--- src/rtl/core/assert_macros.svh ---
// Assertion macros shared by the serial mouse packet decoder RTL.
// Depends on nothing; included by every module that checks its own logic.
`ifndef ASSERT_MACROS_SVH
`define ASSERT_MACROS_SVH

// Same-cycle implication, checked at each rising clock edge outside reset.
`define ASSERT_IMPLY(label, clk, rst, pre, post) \
   label: assert property (@(posedge clk) disable iff (rst) (pre) |-> (post)) \
      else $error("assertion failed: same-cycle implication");

// Next-cycle implication, checked at each rising clock edge outside reset.
`define ASSERT_NEXT(label, clk, rst, pre, post) \
   label: assert property (@(posedge clk) disable iff (rst) (pre) |=> (post)) \
      else $error("assertion failed: next-cycle implication");

`endif

--- src/rtl/core/smpd_pkg.sv ---
// Types and constants shared by the serial mouse packet decoder modules.
// Depends on nothing.
package smpd_pkg;

   typedef enum logic [1:0] {
      PHASE_HEADER,
      PHASE_X,
      PHASE_Y
   } smpd_phase_type;

   localparam logic [2:0] KIND_X      = 3'd0;
   localparam logic [2:0] KIND_Y      = 3'd1;
   localparam logic [2:0] KIND_LEFT   = 3'd2;
   localparam logic [2:0] KIND_MIDDLE = 3'd3;
   localparam logic [2:0] KIND_RIGHT  = 3'd4;

   localparam logic [6:0] MIDDLE_MASK = 7'h23;

   localparam int JOB_X     = 0;
   localparam int JOB_Y     = 1;
   localparam int JOB_RIGHT = 2;
   localparam int JOB_LEFT  = 3;
   localparam int JOB_MID   = 4;
   localparam int JOB_BITS  = 5;

   // One decoded byte: the events still to emit and their values.
   typedef struct packed {
      logic [JOB_BITS-1:0] pend;
      logic [7:0]          x_val;
      logic [7:0]          y_val;
      logic                right_val;
      logic                left_val;
      logic                mid_val;
   } smpd_job_type;

endpackage

--- src/rtl/core/smpd_front.sv ---
// Front end: accepts bytes, tracks packet state and classifies each byte
// into a job of pending events. Depends on smpd_pkg and assert_macros.svh.
`include "assert_macros.svh"

module smpd_front (
   input  logic                  clock,
   input  logic                  reset,
   input  logic                  csr_write_enable,
   input  logic                  csr_write_data,
   input  logic                  req_valid,
   output logic                  req_ready,
   input  logic [6:0]            req_rx_byte,
   input  logic                  q_ready,
   output logic                  q_push,
   output smpd_pkg::smpd_job_type q_data
);

   logic                     enabled_ff, enabled_in;
   smpd_pkg::smpd_phase_type phase_ff, phase_in;
   logic [6:0]               header_ff, header_in;
   logic [7:0]               held_x_ff, held_x_in;
   logic [1:0]               buttons_ff, buttons_in;
   logic                     accept;
   logic [7:0]               dy;
   smpd_pkg::smpd_job_type   job;

   assign req_ready = q_ready;
   assign accept    = req_valid && q_ready;
   assign dy        = {header_ff[3:2], req_rx_byte[5:0]};

   always_comb begin
      enabled_in = csr_write_enable ? csr_write_data : enabled_ff;
      phase_in   = phase_ff;
      header_in  = header_ff;
      held_x_in  = held_x_ff;
      buttons_in = buttons_ff;
      job        = '0;
      job.x_val  = held_x_ff;
      job.y_val  = dy;
      job.right_val = header_ff[4];
      job.left_val  = header_ff[5];
      job.mid_val   = req_rx_byte[5];
      if (accept && enabled_ff) begin
         if (req_rx_byte[6]) begin
            header_in = req_rx_byte;
            phase_in  = smpd_pkg::PHASE_X;
         end else begin
            unique case (phase_ff)
               smpd_pkg::PHASE_HEADER: begin
                  if ((req_rx_byte & ~smpd_pkg::MIDDLE_MASK) == 7'd0) begin
                     job.pend[smpd_pkg::JOB_MID] = 1'b1;
                  end
               end
               smpd_pkg::PHASE_X: begin
                  held_x_in = {header_ff[1:0], req_rx_byte[5:0]};
                  phase_in  = smpd_pkg::PHASE_Y;
               end
               default: begin
                  job.pend[smpd_pkg::JOB_X]     = (held_x_ff != 8'd0);
                  job.pend[smpd_pkg::JOB_Y]     = (dy != 8'd0);
                  job.pend[smpd_pkg::JOB_RIGHT] = (header_ff[4] != buttons_ff[0]);
                  job.pend[smpd_pkg::JOB_LEFT]  = (header_ff[5] != buttons_ff[1]);
                  buttons_in = {header_ff[5], header_ff[4]};
                  phase_in   = smpd_pkg::PHASE_HEADER;
               end
            endcase
         end
      end
   end

   assign q_push = accept && (job.pend != '0);
   assign q_data = job;

   always_ff @(posedge clock) begin
      if (reset) begin
         enabled_ff <= 1'b1;
         phase_ff   <= smpd_pkg::PHASE_HEADER;
         header_ff  <= 7'd0;
         held_x_ff  <= 8'd0;
         buttons_ff <= 2'd0;
      end else begin
         enabled_ff <= enabled_in;
         phase_ff   <= phase_in;
         header_ff  <= header_in;
         held_x_ff  <= held_x_in;
         buttons_ff <= buttons_in;
      end
   end

   `ASSERT_NEXT(a_header_opens_packet, clock, reset,
      accept && enabled_ff && req_rx_byte[6], phase_ff == smpd_pkg::PHASE_X)
   `ASSERT_IMPLY(a_push_needs_enable, clock, reset, q_push, enabled_ff && accept)

endmodule

--- src/rtl/core/smpd_queue.sv ---
// Short job queue between the front end and the event emitter.
// Depends on smpd_pkg and assert_macros.svh.
`include "assert_macros.svh"

module smpd_queue #(
   parameter int DEPTH = 2
) (
   input  logic                   clock,
   input  logic                   reset,
   input  logic                   push,
   input  smpd_pkg::smpd_job_type push_data,
   output logic                   push_ready,
   input  logic                   pop,
   output logic                   pop_valid,
   output smpd_pkg::smpd_job_type pop_data
);

   localparam int AW = (DEPTH > 1) ? $clog2(DEPTH) : 1;
   localparam int CW = $clog2(DEPTH + 1);
   localparam logic [AW-1:0] LAST_PTR = AW'(DEPTH - 1);
   localparam logic [CW-1:0] FULL_CNT = CW'(DEPTH);

   smpd_pkg::smpd_job_type mem [DEPTH];
   logic [AW-1:0] wr_ptr_ff, wr_ptr_in;
   logic [AW-1:0] rd_ptr_ff, rd_ptr_in;
   logic [CW-1:0] count_ff, count_in;
   logic          do_push, do_pop;

   assign push_ready = (count_ff != FULL_CNT);
   assign pop_valid  = (count_ff != '0);
   assign do_push    = push && push_ready;
   assign do_pop     = pop && pop_valid;
   assign pop_data   = mem[rd_ptr_ff];

   always_comb begin
      wr_ptr_in = wr_ptr_ff;
      rd_ptr_in = rd_ptr_ff;
      count_in  = count_ff;
      if (do_push) begin
         wr_ptr_in = (wr_ptr_ff == LAST_PTR) ? '0 : wr_ptr_ff + 1'b1;
      end
      if (do_pop) begin
         rd_ptr_in = (rd_ptr_ff == LAST_PTR) ? '0 : rd_ptr_ff + 1'b1;
      end
      if (do_push && !do_pop) begin
         count_in = count_ff + 1'b1;
      end else if (do_pop && !do_push) begin
         count_in = count_ff - 1'b1;
      end
   end

   always_ff @(posedge clock) begin
      if (do_push) begin
         mem[wr_ptr_ff] <= push_data;
      end
   end

   always_ff @(posedge clock) begin
      if (reset) begin
         wr_ptr_ff <= '0;
         rd_ptr_ff <= '0;
         count_ff  <= '0;
      end else begin
         wr_ptr_ff <= wr_ptr_in;
         rd_ptr_ff <= rd_ptr_in;
         count_ff  <= count_in;
      end
   end

   `ASSERT_IMPLY(a_count_bounded, clock, reset, 1'b1, count_ff <= FULL_CNT)
   `ASSERT_NEXT(a_push_counts, clock, reset, do_push && !do_pop,
      count_ff == $past(count_ff) + 1'b1)

endmodule

--- src/rtl/core/smpd_back.sv ---
// Back end: takes jobs from the queue and emits their events one per cycle
// while rsp is ready, via an output register. Depends on smpd_pkg and assert_macros.svh.
`include "assert_macros.svh"

module smpd_back (
   input  logic                   clock,
   input  logic                   reset,
   input  logic                   q_valid,
   input  smpd_pkg::smpd_job_type q_data,
   output logic                   q_pop,
   output logic                   rsp_valid,
   input  logic                   rsp_ready,
   output logic [2:0]             rsp_event_kind,
   output logic signed [7:0]      rsp_event_value,
   output logic                   rsp_last
);

   smpd_pkg::smpd_job_type job_ff, job_in;
   logic                   valid_ff, valid_in;
   logic [2:0]             kind_ff, kind_in;
   logic [7:0]             value_ff, value_in;
   logic                   last_ff, last_in;
   logic                   out_free;
   logic                   active;
   logic [smpd_pkg::JOB_BITS-1:0] rest;

   assign out_free = !valid_ff || rsp_ready;
   assign active   = (job_ff.pend != '0);

   always_comb begin
      job_in   = job_ff;
      valid_in = valid_ff;
      kind_in  = kind_ff;
      value_in = value_ff;
      last_in  = last_ff;
      q_pop    = 1'b0;
      rest     = job_ff.pend;
      if (out_free) begin
         valid_in = 1'b0;
         if (active) begin
            if (job_ff.pend[smpd_pkg::JOB_X]) begin
               kind_in  = smpd_pkg::KIND_X;
               value_in = job_ff.x_val;
               rest[smpd_pkg::JOB_X] = 1'b0;
            end else if (job_ff.pend[smpd_pkg::JOB_Y]) begin
               kind_in  = smpd_pkg::KIND_Y;
               value_in = job_ff.y_val;
               rest[smpd_pkg::JOB_Y] = 1'b0;
            end else if (job_ff.pend[smpd_pkg::JOB_RIGHT]) begin
               kind_in  = smpd_pkg::KIND_RIGHT;
               value_in = {7'd0, job_ff.right_val};
               rest[smpd_pkg::JOB_RIGHT] = 1'b0;
            end else if (job_ff.pend[smpd_pkg::JOB_LEFT]) begin
               kind_in  = smpd_pkg::KIND_LEFT;
               value_in = {7'd0, job_ff.left_val};
               rest[smpd_pkg::JOB_LEFT] = 1'b0;
            end else begin
               kind_in  = smpd_pkg::KIND_MIDDLE;
               value_in = {7'd0, job_ff.mid_val};
               rest[smpd_pkg::JOB_MID] = 1'b0;
            end
            valid_in    = 1'b1;
            last_in     = (rest == '0);
            job_in.pend = rest;
            if (rest == '0 && q_valid) begin
               q_pop  = 1'b1;
               job_in = q_data;
            end
         end
      end
      if (!active && q_valid) begin
         q_pop  = 1'b1;
         job_in = q_data;
      end
   end

   always_ff @(posedge clock) begin
      kind_ff  <= kind_in;
      value_ff <= value_in;
      last_ff  <= last_in;
      job_ff.x_val     <= job_in.x_val;
      job_ff.y_val     <= job_in.y_val;
      job_ff.right_val <= job_in.right_val;
      job_ff.left_val  <= job_in.left_val;
      job_ff.mid_val   <= job_in.mid_val;
      if (reset) begin
         valid_ff    <= 1'b0;
         job_ff.pend <= '0;
      end else begin
         valid_ff    <= valid_in;
         job_ff.pend <= job_in.pend;
      end
   end

   assign rsp_valid       = valid_ff;
   assign rsp_event_kind  = kind_ff;
   assign rsp_event_value = value_ff;
   assign rsp_last        = last_ff;

   `ASSERT_IMPLY(a_more_events_pending, clock, reset, valid_ff && !last_ff, active)
   `ASSERT_IMPLY(a_pop_only_when_free, clock, reset, q_pop, !active || out_free)

endmodule

--- src/rtl/core/serial_mouse_packet_decoder_core.sv ---
// Top level of the serial mouse packet decoder.
// Depends on smpd_pkg, smpd_front, smpd_queue and smpd_back.
//
// The req channel carries one 7-bit serial mouse byte per item; the rsp
// channel carries one event per item (kind, signed value, last flag).
// Both use valid and ready. csr_write_enable writes the enable bit from
// csr_write_data at once; while it is clear, bytes are taken and dropped.
// A header byte (bit 6 set) opens a three-byte packet; the third byte
// yields up to four events in the order X, Y, right, left. A lone byte
// with only bits of 0x23 set yields one middle-button event.
// The first event of a byte is valid once it has passed the queue entry,
// the emitter's job register and its output register. The emitter sends
// one event per cycle while rsp is ready, so a byte yields zero to four
// events. Only the last byte of a packet yields more than one event; the
// queue lets new bytes in while earlier events are still being sent.
// The front end accepts a byte each cycle while the job queue
// (QUEUE_DEPTH entries) has room, so bytes keep flowing while rsp stalls
// until the queue fills; req_ready then drops.
// Reset is synchronous: the enable bit sets, packet state and button
// state clear, and the queue and output register empty.
module serial_mouse_packet_decoder_core #(
   parameter int QUEUE_DEPTH = 2
) (
   input  logic              clock,
   input  logic              reset,
   input  logic              csr_write_enable,
   input  logic              csr_write_data,
   input  logic              req_valid,
   output logic              req_ready,
   input  logic [6:0]        req_rx_byte,
   output logic              rsp_valid,
   input  logic              rsp_ready,
   output logic [2:0]        rsp_event_kind,
   output logic signed [7:0] rsp_event_value,
   output logic              rsp_last
);

   smpd_pkg::smpd_job_type push_data, pop_data;
   logic push, push_ready, pop, pop_valid;

   smpd_front u_front (
      .clock            (clock),
      .reset            (reset),
      .csr_write_enable (csr_write_enable),
      .csr_write_data   (csr_write_data),
      .req_valid        (req_valid),
      .req_ready        (req_ready),
      .req_rx_byte      (req_rx_byte),
      .q_ready          (push_ready),
      .q_push           (push),
      .q_data           (push_data)
   );

   smpd_queue #(
      .DEPTH (QUEUE_DEPTH)
   ) u_queue (
      .clock      (clock),
      .reset      (reset),
      .push       (push),
      .push_data  (push_data),
      .push_ready (push_ready),
      .pop        (pop),
      .pop_valid  (pop_valid),
      .pop_data   (pop_data)
   );

   smpd_back u_back (
      .clock           (clock),
      .reset           (reset),
      .q_valid         (pop_valid),
      .q_data          (pop_data),
      .q_pop           (pop),
      .rsp_valid       (rsp_valid),
      .rsp_ready       (rsp_ready),
      .rsp_event_kind  (rsp_event_kind),
      .rsp_event_value (rsp_event_value),
      .rsp_last        (rsp_last)
   );

endmodule
--- config.mk ---
export PLATFORM = sky130hd
export DESIGN_NAME = serial_mouse_packet_decoder_core
export DESIGN_NICKNAME = d
export VERILOG_FILES = /design/src/rtl/core/smpd_pkg.sv /design/src/rtl/core/smpd_front.sv /design/src/rtl/core/smpd_queue.sv /design/src/rtl/core/smpd_back.sv /design/src/rtl/core/serial_mouse_packet_decoder_core.sv
export VERILOG_INCLUDE_DIRS = /design/src /design/src/rtl/core
export SDC_FILE = /design/constraint.sdc
export NUM_CORES = 1
export LEC_CHECK = 0
export BUFFER_PORTS_ARGS = -buffer_cell sky130_fd_sc_hd__buf_2
export CORE_MARGIN = 2
export CORE_UTILIZATION = 50
export CTS_BUF_LIST = sky130_fd_sc_hd__clkbuf_4 sky130_fd_sc_hd__clkbuf_8
export CTS_CLUSTER_DIAMETER = 100
export CTS_CLUSTER_SIZE = 12
export DETAILED_ROUTE_END_ITERATION = 10
export GPL_TIMING_DRIVEN = 1
export PLACE_DENSITY = 0.7
export SYNTH_ARGS = -nofsm -noshare
export SYNTH_HDL_FRONTEND = slang
export SYNTH_HIERARCHICAL = 1
export SYNTH_SLANG_ARGS = --single-unit
export TNS_END_PERCENT = 20
--- constraint.sdc ---
create_clock -name clock -period 2.8 [get_ports clock]
set_input_delay 0.28 -clock clock [delete_from_list [all_inputs] [get_ports clock]]
set_output_delay 0.28 -clock clock [all_outputs]
set_load 0.005 [all_outputs]
==> impl_metrics.tcl, run 1 <==
set metrics [dict create \
    io_pins 27 \
    globalRouteMet1Util 0.197 \
    crit_path_end "u_queue/count_ff[1]" \
    clk_latency_ps 350 \
    syn-num-nets 323 \
    tightest_slew_ps 567 \
    tns_ps 0 \
    routed_wl_mm 6.56 \
    clockRootBuffer "clkbuf_8" \
    vias 2304 \
    finalCriticalPeriod_ps 2530 \
    maxCapViolCount 0 \
    use_met2 0.224 \
    start_util 0.514 \
    cpMostUsedCell "or3_1" \
    timing.hold.ws_ps 122 \
    grt_pass1_vias 2134 \
    wire_per_inst_um 14.8 \
    cts_made_buffers 9 \
    final_cell_mix "79 x edfxtp_1, 30 x dfxtp_1, 27 x nor2_1" \
    fin_crit_sh 0.902 \
    rows 34 \
    synth-simple-area-share 0.106 \
    critPathKind "reg -> reg" \
    crit_family "simple AND/OR/NAND/NOR gates" \
    grt_util_all_layers 0.143 \
    cp_cell_sequence "nand2b_1 -> nand4b_1 -> or2_1 -> a31oi_4 -> or3_1 -> and2_1 -> ha_1 -> or3_1 -> a21oi_1" \
    synth_seq_area_share 0.664 \
    cts_hold_buffers 0 \
    io_buffers 26 \
    r2r_cells 9 \
    synth.avg_cell_area_um2 14.5 \
    die_w_um 98.7 \
    r2r_end "u_queue/count_ff[1]" \
    gp_congestion 0.748 \
    synthXorXnorAreaFrac 0.00977 \
    cp.depth 9 \
    cpMaxStageDelayCell "or3_1" \
    firstDrtPassIters 4 \
    slew_violations 0 \
    die_y_um 98.7 \
    cp-startpoint "u_queue/count_ff[0]" \
    clock_sinks 109 \
    synth_adder_area_share 0.00279 \
    n_antenna_cell 0 \
    layout-drive-gt1-share 0.266 \
    worstPathMaxFanout 7 \
    stdcell_area_mm2 0.00481 \
    antenna_found_initial 0 \
    setup_viol 0 \
    synth_compound_area_frac 0.0751 \
    grt_pass1_wl_mm 10.8 \
    synth_ff_type "edfxtp_1" \
    drt_iter0_markers 78 \
    globalRouteMet3Util 0.0376 \
    yosysUniqueCellTypes 55 \
    cp.arrival_ps 2810 \
    ys_warn_count 6 \
    ant_nets 0 \
    syn_inst 309 \
    hold_viol 0 \
    placed_cell_area_mm2 0.00464 \
    grt_max_degree 33 \
    postCtsResizedCells 0 \
    status "completed" \
    powerDensity_mw_per_mm2 564 \
    core_area_mm2 0.00872 \
    cts_tree "done" \
    area_growth_pct 7.43 \
    slew_headroom 0.622 \
    ys_ff_latch 109 \
    clk_pin_slew_worst_paths_ps 100 \
    post_cts_buffers 0 \
    nets 344 \
    fmax_mhz 396 \
    synth-edff-count 79 \
    end_kind "register" \
    hpwl_mm 4.55 \
    remaining_drc_errors 0 \
    worstReg2RegStart "u_queue/count_ff[0]" \
    startpoint_type "register" \
    synth_top_family_by_area "simple AND/OR/NAND/NOR gates" \
    grt.busiest_layer "met2" \
    fp.dieArea_mm2 0.00973 \
    final_common_cell "edfxtp_1" \
    synth.cell_area_mm2 0.00448 \
    cp_num_buf_inv 0 \
    reg2reg_slack_ps 270 \
    skew_ps 7.10 \
    hold_class "in -> reg" \
    irDropWorstVdd_mv 0.367 \
    avgViaCountPerCell 5.20 \
    slowest_delay_ps 440 \
    overflow 0 \
    critPathRequiredTime_ps 3090 \
    clock_path_buffers 2 \
    rsz0062_at_grt "no" \
    p_leak_nw 1.76 \
    cts_max_level 3 \
    synth.area.mux_share 0.0986 \
    async_flop_share 0 \
]
per-layer routing:
| layer | vias up | part of all wire |
|---|---|---|
| met5 | - | 0 |
| met3 | 8 | 0.038 |
| met1 | 1080 | 0.48 |
| met2 | 41 | 0.47 |
| li1 | 1175 | - |
| met4 | 0 | 0.013 |
through the flow:
stage / total power, mW / worst slack [ps] / util / instances
after CTS: 2.74 / 261 / 0.552 / 443
after global placement: 1.90 / 365 / 0.532 / 427
after global routing: 2.81 / 133 / 0.552 / 443
after detailed placement: 1.91 / 287 / 0.532 / 427
final: 2.71 / 275 / 0.552 / 443
after floorplan: 1.88 / 332 / - / 309
power breakdown:
group	internal [mW]	switching, mW
Sequential	1.75	0.0151
Clock	0.329	0.516
Combinational	0.0440	0.0609
flip-flops by register name (all words and copies together) (netlist names), named ones only:
register	count
u_back/job_ff	24
u_front/enabled_ff	1
u_front/header_ff	6
u_back/rsp_last	1
u_back/rsp_valid	1
u_front/phase_ff	2
u_back/rsp_event_value	8
u_front/held_x_ff	8
u_queue/rd_ptr_ff	1
u_queue/mem	48
u_queue/wr_ptr_ff	1
u_back/rsp_event_kind	3
u_queue/count_ff	2
u_front/buttons_ff	2
worst min path at each step:
stage	from	to	slack (ps)	depth (start not counted)
after floorplan	reset	u_queue/count_ff[1]	350	1
final	csr_write_data	u_front/enabled_ff	120	2
after detailed placement	u_front/phase_ff[0]	u_front/phase_ff[0]	470	2
after CTS	csr_write_data	u_front/enabled_ff	110	2
after global placement	u_front/phase_ff[0]	u_front/phase_ff[0]	460	2
after global routing	csr_write_data	u_front/enabled_ff	100	2
area by class of cell:
type,instances,area (um2)
flip-flops and latches,109,2970
repair buffers,36,205
clock inverters,7,50.0
well taps,108,135
multi-input cells,170,1310
clock buffers,9,124
fillers,688,3910
inverters,4,15.0
logic make-up after synthesis:
family / Yosys count
flip-flops: 109
AND/OR/NAND/NOR: 82
AO/OA/AOI/OAI: 41
multiplexers: 41
buffers and inverters: 30
XOR/XNOR: 5
adder cells (fa/ha/maj): 1
synthesized netlist by cell type, types with 2 or more instances:
master | n | area, um2
mux2_2 | 25 | 282
a211oi_2 | 2 | 25.0
a41o_1 | 2 | 20.0
nor3_1 | 2 | 10.0
a22o_1 | 7 | 61.3
buf_2 | 4 | 20.0
edfxtp_1 | 79 | 2370
inv_1 | 4 | 15.0
nor4_1 | 2 | 12.5
o21ai_0 | 6 | 30.0
mux2i_1 | 16 | 160
nand2_1 | 4 | 15.0
a21oi_1 | 8 | 40.0
or3_1 | 2 | 12.5
xnor2_1 | 2 | 17.5
nand2b_1 | 4 | 25.0
clkbuf_1 | 4 | 15.0
nor2_1 | 27 | 101
nor2b_1 | 4 | 25.0
a21boi_0 | 2 | 15.0
buf_6 | 3 | 33.8
xor2_1 | 3 | 26.3
dfxtp_1 | 30 | 601
nand3b_1 | 2 | 15.0
nor3b_1 | 2 | 15.0
buf_4 | 15 | 113
and2_1 | 20 | 125
worst register-to-register path, stage by stage, from the launching register on:
cell	delay (ps)
dfxtp_1	360
nand2b_1	170
nand4b_1	140
or2_1	320
a31oi_4	60
or3_1	440
and2_1	170
ha_1	320
or3_1	350
a21oi_1	140
(Power assumes the default switching activity.)
==> run 2, diff against run 1 <==
--- a/config.mk
+++ b/config.mk
@@ -6,6 +6,7 @@
 export SDC_FILE = /design/constraint.sdc
 export NUM_CORES = 1
 export LEC_CHECK = 0
+export ABC_AREA = 1
 export BUFFER_PORTS_ARGS = -buffer_cell sky130_fd_sc_hd__buf_2
 export CORE_MARGIN = 2
 export CORE_UTILIZATION = 50
@@ -19,4 +20,4 @@
 export SYNTH_HDL_FRONTEND = slang
 export SYNTH_HIERARCHICAL = 1
 export SYNTH_SLANG_ARGS = --single-unit
-export TNS_END_PERCENT = 20
+export TNS_END_PERCENT = 5
==> run 2 against run 1 <==
Synthesized area up 4.4%. Via count up 17%. Die area up 4.2%. Utilization down 0.51 points. Total power up 25%. Non-clock buffer count down 5. Sequential power up 12%. Clock skew about the same. Sequential share of layout area down 2.4 points. Register-to-register slack better by 260 ps. Count of clock-buffer cells in the layout up 1. First-iteration DRC count up 46%. Largest cell class unchanged.
==> impl_metrics.tcl, run 2 <==
set metrics [dict create \
    synth-edff-count 79 \
    largestRegisters "u_queue/mem (48), u_back/job_ff (24)" \
    p_int_mw 2.44 \
    cp-startpoint "u_back/job_ff[19]" \
    hold_viol 0 \
    cts_max_level 3 \
    fin_crit_sh 0.809 \
    nets 445 \
    grt_util_all_layers 0.154 \
    p_seq_frac 0.579 \
    gp_congestion 0.869 \
    avgViaCountPerCell 4.93 \
    worstPathMaxFanout 14 \
    clk_pin_slew_worst_paths_ps 100 \
    r2r_cells 14 \
    rows 35 \
    critPathKind "reg -> reg" \
    powerDensity_mw_per_mm2 679 \
    die_y_um 101 \
    syn-num-nets 423 \
    wire_per_inst_um 13.3 \
    r2r_end "u_queue/count_ff[1]" \
    largest_reg_flops 48 \
    area_growth_pct 7.04 \
    multiInputGateArea_mm2 0.00132 \
    hold_class "in -> reg" \
    critPathRequiredTime_ps 3100 \
    num-fill-cells 793 \
    slew_headroom 0.675 \
    grt_pass1_wl_mm 11.9 \
    reg2reg_slack_ps 540 \
    total_power_mw 3.40 \
    fin_util 0.547 \
    irDropWorstVdd_mv 0.289 \
    rsz0062_at_grt "no" \
    synthXorXnorAreaFrac 0.00375 \
    io_buffers 26 \
    clockRootBuffer "clkbuf_8" \
    synth_area_leaders "edfxtp_1 51%, dfxtp_1 13%, mux2_4 6.4%" \
    synth.cell_area_mm2 0.00468 \
    regMostFlops "u_queue/mem" \
    end_kind "register" \
    layout-drive-gt1-share 0.239 \
    routed_wl_mm 7.26 \
    ys_ff_latch 109 \
    fmax_mhz 442 \
    tightest_slew_ps 487 \
    overflow 0 \
    synth.avg_cell_area_um2 11.4 \
    firstDrtPassIters 4 \
    die_w_um 101 \
    synth_top_area_share 0.507 \
    cts_hold_buffers 0 \
    synth_top_area_cell "edfxtp_1" \
    remaining_drc_errors 0 \
    synth_compound_area_frac 0.0474 \
    cts_tree "done" \
    timing.hold.ws_ps 98.8 \
    clock_sinks 109 \
    synth.area.mux_share 0.0739 \
    ant_nets 0 \
    clk_latency_ps 360 \
    ys_warn_count 6 \
    worst_slack_ps 535 \
    p_leak_nw 1.96 \
    async_flop_share 0 \
    cts_made_buffers 9 \
    synth_ff_type "edfxtp_1" \
    power.net_switching_mw 0.953 \
    hpwl_mm 5.18 \
    yosysUniqueCellTypes 27 \
    start_util 0.511 \
    final_cell_mix "79 x edfxtp_1, 62 x nor2_1, 50 x inv_1" \
    drt_iter0_markers 114 \
    syn_inst 409 \
    slew_violations 0 \
    yosys-top-cells-count "79 x edfxtp_1, 64 x nor2_1, 50 x inv_1, 43 x nand2_1, 30 x dfxtp_1" \
    startpoint_type "register" \
    pre_cts_ws_ps 558 \
    grt_max_degree 25 \
    tns_ps 0 \
    clock_power_share 0.266 \
    ff_latch_area_mm2 0.00297 \
    antenna_found_initial 0 \
    status "completed" \
    yosysMostFrequentCell "edfxtp_1" \
    clock_path_buffers 2 \
    synth-simple-area-share 0.153 \
    postCtsResizedCells 0 \
    post_cts_buffers 0 \
    crit_path_end "u_queue/count_ff[1]" \
    pwr-share-comb 0.155 \
    fp.dieArea_mm2 0.0101 \
    skew_ps 7.33 \
    final_common_cell "edfxtp_1" \
    finalCriticalPeriod_ps 2260 \
    io_pins 27 \
    cp.arrival_ps 2570 \
    synth_seq_area_share 0.636 \
    grt_pass1_vias 2531 \
    n_antenna_cell 0 \
    synth_adder_area_share 0.00268 \
    synth_top_family_by_area "simple AND/OR/NAND/NOR gates" \
    vias 2699 \
    swShare 0.280 \
    setup_viol 0 \
    core_area_mm2 0.00915 \
    maxCapViolCount 0 \
    worstReg2RegStart "u_back/job_ff[19]" \
]
-- run 2: how the worst min path moves through the flow --
stage	startpoint	endpoint	slack (ps)	depth (start not counted)
2_1_floorplan	reset	u_back/job_ff[19]	350	1
5_1_grt	csr_write_enable	u_front/enabled_ff	80	2
4_1_cts	csr_write_enable	u_front/enabled_ff	80	2
3_5_place_dp	u_front/header_ff[3]	u_queue/mem[0][10]	460	0
6_report	csr_write_enable	u_front/enabled_ff	100	2
3_3_place_gp	u_front/header_ff[3]	u_queue/mem[0][10]	460	0
-- run 2: worst max-delay path, stage by stage, from the launching register on --
cell and delay, ps:
dfxtp_1 470, nor2_4 240, nand2_1 110, nand2_1 90, nand2_1 90, nor2_4 150, nand2_2 70, a21oi_1 220
nand2_1 90, ha_1 320, inv_1 90, nand3_1 70, nand2_1 60, inv_1 40, nor2_1 100
-- run 2: layout make-up --
class / count / share of cell area
clock buffer: 10 / 0.0275
multi-input combinational: 225 / 0.263
inverter: 55 / 0.0433
timing repair buffer: 31 / 0.0335
tap: 111 / 0.0277
sequential: 109 / 0.594
clock inverter: 6 / 0.0110
-- run 2: stage by stage --
stage,instances,area (um2)
floorplan,409,4680
global placement,531,4810
detailed placement,531,4810
CTS,547,5000
global route,547,5000
finish,547,5000
-- run 2: power by group through the flow --
stage	Clock (mW)	Combinational, mW	Sequential [mW]
after floorplan	0	0.371	2.00
after global placement	0	0.517	2.00
after detailed placement	0	0.529	2.00
after CTS	0.941	0.529	1.97
after global routing	0.996	0.608	1.98
final	0.905	0.525	1.97
-- run 2: cells by family (layout without fill, tap and decap cells) --
kind of cell,count (synthesis),after routing
and+or+nand+nor,155,155
DFF,109,109
buffers and inverters,75,102
AOI/OAI and AO/OA,43,43
muxes,24,24
xor gates and xnor gates,2,2
adders and majority gates,1,1
-- run 2: per-layer routing --
metal,vias to the layer above,GRT usage,part of all wire
met1,1240,0.200,0.46
met4,0,0.0759,0.024
met5,-,0,0
met2,58,0.250,0.48
met3,12,0.0277,0.037
li1,1389,-,-
